[config.mk]
export PLATFORM = sky130hd
export DESIGN_NAME = csim_ctrl
export DESIGN_NICKNAME = d
export VERILOG_FILES = /design/src/hdl/csim_pkg.sv /design/src/hdl/csim_ctrl.sv
export SDC_FILE = /design/constraint.sdc
export NUM_CORES = 1
export LEC_CHECK = 0
export BUFFER_PORTS_ARGS = -buffer_cell sky130_fd_sc_hd__buf_2
export CORE_MARGIN = 8
export CORE_UTILIZATION = 43
export CTS_CLUSTER_SIZE = 25
export DETAILED_ROUTE_END_ITERATION = 16
export PLACE_DENSITY = 0.66
export SLEW_MARGIN = 20
export SYNTH_ARGS = -nofsm -noshare
export SYNTH_HDL_FRONTEND = slang
export SYNTH_SLANG_ARGS = --single-unit
[constraint.sdc]
create_clock -name i_clk -period 1.7 [get_ports i_clk]
set_input_delay 0.34 -clock i_clk [delete_from_list [all_inputs] [get_ports i_clk]]
set_output_delay 0.34 -clock i_clk [all_outputs]
set_load 0.01 [all_outputs]
[src/hdl/csim_pkg.sv]
package csim_pkg;

    localparam int ELEM_BITS_DEF = 16;

    localparam int ACC_W      = 48;
    localparam int HALF_W     = ACC_W / 2;
    localparam int PROD_W     = 2 * ACC_W;
    localparam int ROOT_W     = ACC_W;
    localparam int REM_W      = ROOT_W + 2;
    localparam int Q_W        = 16;
    localparam int Q_FRAC     = 14;
    localparam int DIV_STEPS  = Q_W;
    localparam int DIV_W      = ROOT_W + DIV_STEPS;
    localparam int MUL_STEPS  = 4;
    localparam int MUL_SEL_W  = 2;
    localparam int SQRT_STEPS = PROD_W / 2;
    localparam int CNT_W      = 6;

    localparam logic [Q_W-2:0] Q_ONE = (Q_W-1)'(16384);

    typedef enum logic [2:0] {
        S_ACC,
        S_CHK,
        S_MUL,
        S_SQRT,
        S_DIVI,
        S_DIV,
        S_OUT
    } t_state;

    typedef struct packed {
        logic                 accept;
        logic                 load;
        logic                 mul_step;
        logic [MUL_SEL_W-1:0] mul_sel;
        logic                 sqrt_step;
        logic                 div_init;
        logic                 div_step;
        logic                 emit;
    } t_dp_cmd;

    typedef struct packed {
        logic prod_last;
        logic acc_zero;
        logic out_busy;
    } t_dp_sts;

endpackage

[src/hdl/csim_ctrl.sv]
module csim_ctrl (
    input  logic               i_clk,
    input  logic               i_rst_n,
    input  logic               i_in_valid,
    input  logic               i_in_last,
    output logic               o_in_ready,
    input  csim_pkg::t_dp_sts  i_sts,
    output csim_pkg::t_dp_cmd  o_cmd
);

    csim_pkg::t_state                r_state;
    csim_pkg::t_state                n_state;
    logic [csim_pkg::CNT_W-1:0]      r_cnt;
    logic [csim_pkg::CNT_W-1:0]      n_cnt;

    always_ff @(posedge i_clk) begin
        if (!i_rst_n) begin
            r_state <= csim_pkg::S_ACC;
            r_cnt   <= '0;
        end else begin
            r_state <= n_state;
            r_cnt   <= n_cnt;
        end
    end

    always_comb begin
        n_state = r_state;
        n_cnt   = r_cnt;
        case (r_state)
            csim_pkg::S_ACC: begin
                if (i_sts.prod_last) begin
                    n_state = csim_pkg::S_CHK;
                end
            end
            csim_pkg::S_CHK: begin
                n_cnt   = '0;
                n_state = i_sts.acc_zero ? csim_pkg::S_OUT : csim_pkg::S_MUL;
            end
            csim_pkg::S_MUL: begin
                if (r_cnt == csim_pkg::CNT_W'(csim_pkg::MUL_STEPS - 1)) begin
                    n_cnt   = '0;
                    n_state = csim_pkg::S_SQRT;
                end else begin
                    n_cnt = r_cnt + 1'b1;
                end
            end
            csim_pkg::S_SQRT: begin
                if (r_cnt == csim_pkg::CNT_W'(csim_pkg::SQRT_STEPS - 1)) begin
                    n_cnt   = '0;
                    n_state = csim_pkg::S_DIVI;
                end else begin
                    n_cnt = r_cnt + 1'b1;
                end
            end
            csim_pkg::S_DIVI: begin
                n_cnt   = '0;
                n_state = csim_pkg::S_DIV;
            end
            csim_pkg::S_DIV: begin
                if (r_cnt == csim_pkg::CNT_W'(csim_pkg::DIV_STEPS - 1)) begin
                    n_cnt   = '0;
                    n_state = csim_pkg::S_OUT;
                end else begin
                    n_cnt = r_cnt + 1'b1;
                end
            end
            csim_pkg::S_OUT: begin
                if (!i_sts.out_busy) begin
                    n_state = csim_pkg::S_ACC;
                end
            end
            default: begin
                n_state = csim_pkg::S_ACC;
                n_cnt   = '0;
            end
        endcase
    end

    always_comb begin
        o_in_ready = 1'b0;
        o_cmd      = '0;
        case (r_state)
            csim_pkg::S_ACC: begin
                o_in_ready   = !i_sts.prod_last;
                o_cmd.accept = i_in_valid && !i_sts.prod_last;
            end
            csim_pkg::S_CHK: begin
                o_cmd.load = 1'b1;
            end
            csim_pkg::S_MUL: begin
                o_cmd.mul_step = 1'b1;
                o_cmd.mul_sel  = r_cnt[csim_pkg::MUL_SEL_W-1:0];
            end
            csim_pkg::S_SQRT: begin
                o_cmd.sqrt_step = 1'b1;
            end
            csim_pkg::S_DIVI: begin
                o_cmd.div_init = 1'b1;
            end
            csim_pkg::S_DIV: begin
                o_cmd.div_step = 1'b1;
            end
            csim_pkg::S_OUT: begin
                o_cmd.emit = !i_sts.out_busy;
            end
            default: begin
                o_in_ready = 1'b0;
            end
        endcase
    end

    // After the final pair of a vector no further pair may enter until the score is out.
    a_last_stalls: assert property (@(posedge i_clk) disable iff (!i_rst_n)
        (i_in_valid && o_in_ready && i_in_last) |=> !o_in_ready)
        else $error("input accepted right after a last transaction");

    a_chk_from_acc: assert property (@(posedge i_clk) disable iff (!i_rst_n)
        (r_state == csim_pkg::S_CHK) |-> ($past(r_state) == csim_pkg::S_ACC))
        else $error("check state entered from outside accumulation");

    a_one_cmd: assert property (@(posedge i_clk) disable iff (!i_rst_n)
        $onehot0({o_cmd.accept, o_cmd.load, o_cmd.mul_step, o_cmd.sqrt_step,
                  o_cmd.div_init, o_cmd.div_step, o_cmd.emit}))
        else $error("more than one datapath command at once");

endmodule

**Yosys cells after proc, flatten, opt, wreduce, memory -nomap -nowiden**

Cells that the tools add are included.
Widths: inputs -> output; s select.

- Input bits: 7
- Output and inout port bits: 10
- Flip-flop bits (word level): 9
- Word-level logic and storage cells: 42

- Eq/ne operators: 14
- Mux-type cells: 19
- Reductions and logical operators: 6
- Add/subtract/negate cells: 1

Operator list:

| operator | count |
|---|---|
| $pmux 6 s4 | 1 |
| $mux 3 | 7 |
| $pmux 3 s7 | 1 |
| $mux 6 | 3 |
| $ne 2x2->1 const B | 5 |
| $eq 3x3->1 const B | 3 |
| $mux 1 | 7 |
| $add 6x1->6 const B | 1 |
| $eq 3x2->1 const B | 2 |
| $eq 6x2->1 const B | 1 |
| $eq 6x4->1 const B | 1 |
| $eq 6x6->1 const B | 1 |
| $reduce_and 5->1 | 1 |
| $eq 3x1->1 const B | 1 |
| $logic_not 3->1 | 1 |
| $logic_not 1->1 | 2 |
| $reduce_or 2->1 | 1 |
| $logic_and 1x1->1 | 1 |

**Longest topological paths before layout**

- Depth after elaboration: 3
- Depth in mapped cells: 5
- Depth with buffers taken out: 5

**Worst setup path before layout**

Ideal clock, no wire load.

- Kind: flip-flop to output port
- Start: register r_state[1]
- End: output o_cmd[8] in the netlist's numbering
- Path slack: 132 ps
- Path buffers: 1
- Stages on the path, launching flop included: 5
- Arrival time: 1228 ps
- Required time: 1360 ps
- Path through: dfxtp_1 buf_6 or3_1 nor2_1 and2_1

RTL lines:

| element | RTL line | text |
|---|---|---|
| start, declared | csim_ctrl.sv:11 | `csim_pkg::t_state r_state;` |
| start signal, assigned | csim_ctrl.sv:18 | `r_state <= csim_pkg::S_ACC;` |
| start signal, assigned | csim_ctrl.sv:21 | `r_state <= n_state;` |
| end, declared | csim_ctrl.sv:8 | `output csim_pkg::t_dp_cmd o_cmd` |

==> results.txt <==
arrival time at the worst endpoint = 1350 ps
mean cell area of the mapped netlist = 8.55 um2
first-pass GRT wire length = 3190 um
largest incremental delay on the critical path = 400 ps
detailed placement HPWL = 1340 um
nets = 119
die area = 3210 um2
final setup vio count = 0
count of maximum capacitance violations = 0
sequence of cells on the critical path = or3_4 -> nor2_4 -> and2_1 -> buf_2
worst slew slack as a fraction of its limit = 0.734
filler cell count in the final layout = 135
number of distinct standard cells referenced by the synthesized netlist = 41
Ant. Diodes = 0
max-slew violation count = 0
maximum number of pins on one net before global-route repair = 14
fraction of the yosys area taken by sequential cells = 0.254
Setup Total Neg Slack = 0 ps
type of destination of the critical path = primary output
Synth async-reset ratio = 0
number of buffers added on ports = 15
min cycle time layout = 1690 ps
post-route cell area = 925 um2
chip height = 56.6 um
worst slack at placement = 160 ps
vias in the first global route = 725
cells after synthesis = 83
required time reported for the critical path endpoint = 1360 ps
worst-skew pair later-pin latency = 270 ps
Worst VDD drop = 794 uV
CTS tree = built
cell type with the highest aggregate area in the netlist = dfxtp_1
register-to-register setup slack = 150 ps
ratio of cells with drive above 1 in the final layout = 0.455
unrepaired setup endpoints after global routing = yes
deepest level of the CTS H-tree = 1
initial antenna violation count = 0
routed wire length = 1930 um
number of enable-type register cells in the synthesized netlist = 0
Post-Synthesis Cell Area = 709 um2
Clock Sink Count = 9
worst-path maximum fanout = 4
part of the cycle the worst path needs = 0.992
die width = 56.6 um
net count after synthesis = 91
Clk pin slew, worst setup/hold paths = 70 ps
routed via count = 728
Synth Register Bits = 9
Clock Skews = 3.82 ps
post-cts hold buffer count = 0
via density per instance = 5.78
growth of design area from synthesis to finish = 30.3%
Hold WC Path Type = input pin to flip-flop
detailed-routing iteration count for the pre-antenna-repair pass = 4
top cell types by occurrence after synthesis = 9 x dfxtp_1, 6 x nand2_1, 6 x o21ai_0
Critical Path Source Type = flip-flop
number of DRC markers after the initial detailed-route iteration = 14
Power per Cell Area = 1560 nW/um2
minimum setup slack in the final design = 13.0 ps
worst path bufs/invs = 1
routed wirelength normalized by instance count = 15.3 um
cell with the most instances after synthesis = dfxtp_1
worst-case hold slack = 410 ps
number of remaining DRC errors = 0
floorplan core area = 1520 um2
total routing resource utilization after global routing = 0.120
Tightest Pin Transition = 398 ps
number of buffers between clock root and the deepest sink = 2
outcome = completed
cell class contributing the biggest share of worst-path delay = simple AND/OR/NAND/NOR gates
Synth area leaders = dfxtp_1 25%, mux2i_1 4.2%, o21ai_0 4.2%, and2_1 3.5%, nand2b_1 3.5%
GPL Wtd Cong = 0.833
type of the worst setup path = flip-flop to primary output
initial cell density of the core = 0.466
most frequently used flop master after synthesis = dfxtp_1
remaining number of nets flagged by the antenna check after routing = 0
leakage power = 0.000397 uW
Warnings, synthesis = 0
final global-route overflow total = 0
maximum clock rate = 0.593 GHz
Post-Place Cell Area = 823 um2
buffer type at the clock tree root = clkbuf_4
CTS buffer count = 3
count of endpoints failing hold in the final timing report = 0
count of boundary I/O pins = 17
slowest library cell on the worst path = or3_4
cell row count = 14
post-synth top area share = 0.254
## layer usage
metal	share of wire	global-route usage
met2	0.48	0.205
met4	0.017	0.0550
met3	0.031	0.0315
met5	0	0
met1	0.47	0.132
## registers in the layout, summed over array words and instances, names as in the netlist
register	flops
r_cnt	6
r_state	3
## kinds of logic (layout without fill, tap and decap cells)
kind of cell	after synthesis	count (layout)	share of synthesized area
adder cells (fa/ha/maj)	1	1	0.0176
multiplexers	3	3	0.0423
AO/OA/AOI/OAI	22	22	0.270
flip-flops	9	9	0.254
buffers and inverters	11	38	0.0794
AND/OR/NAND/NOR	37	37	0.337
## final cells by class
cell class,instances,area (um2),area share
multi-input cells,63,493,0.533
clock buffers,3,22.5,0.0244
well taps,16,20.0,0.0217
flip-flops and latches,9,189,0.204
clock inverters,1,5.00,0.00541
repair buffers,28,173,0.187
inverters,6,22.5,0.0244
## where the power goes
group          internal, uW  leakage [uW]  switching (uW)
registers               272     0.0000749            62.1
logic                   433      0.000304             497
clock network          87.3     0.0000177            91.8
total                   792      0.000397             651
## worst paths after layout
kind              start          to  depth (start not counted)
max          r_state[1]    o_cmd[8]                          4
min             i_rst_n  r_state[1]                          2
max reg2reg    r_cnt[0]    r_cnt[4]                          5
min reg2reg    r_cnt[1]    r_cnt[1]                          2
## cell usage in the layout, fill, tap and decap left out, types with 4 or more instances in the layout
| cell type | count |
|---|---|
| buf_2 | 15 |
| buf_4 | 13 |
| nand2_1 | 6 |
| o21ai_0 | 6 |
| dfxtp_1 | 6 |
| inv_1 | 5 |
| and2_1 | 4 |
| nand2b_1 | 4 |
## metrics by stage
step                utilization  power [uW]  std cells
floorplan                     -         919         83
global placement          0.540        1110        116
detailed placement        0.540        1120        116
CTS                       0.591        1390        124
global route              0.607        1550        126
finish                    0.607        1440        126
## repair_timing
action	CTS	global route
gates resized for setup	7	3
endpoints found under the setup margin	5	3
pin swaps	3	2
setup buffers	4	2
Power figures use the tool's default switching activity.
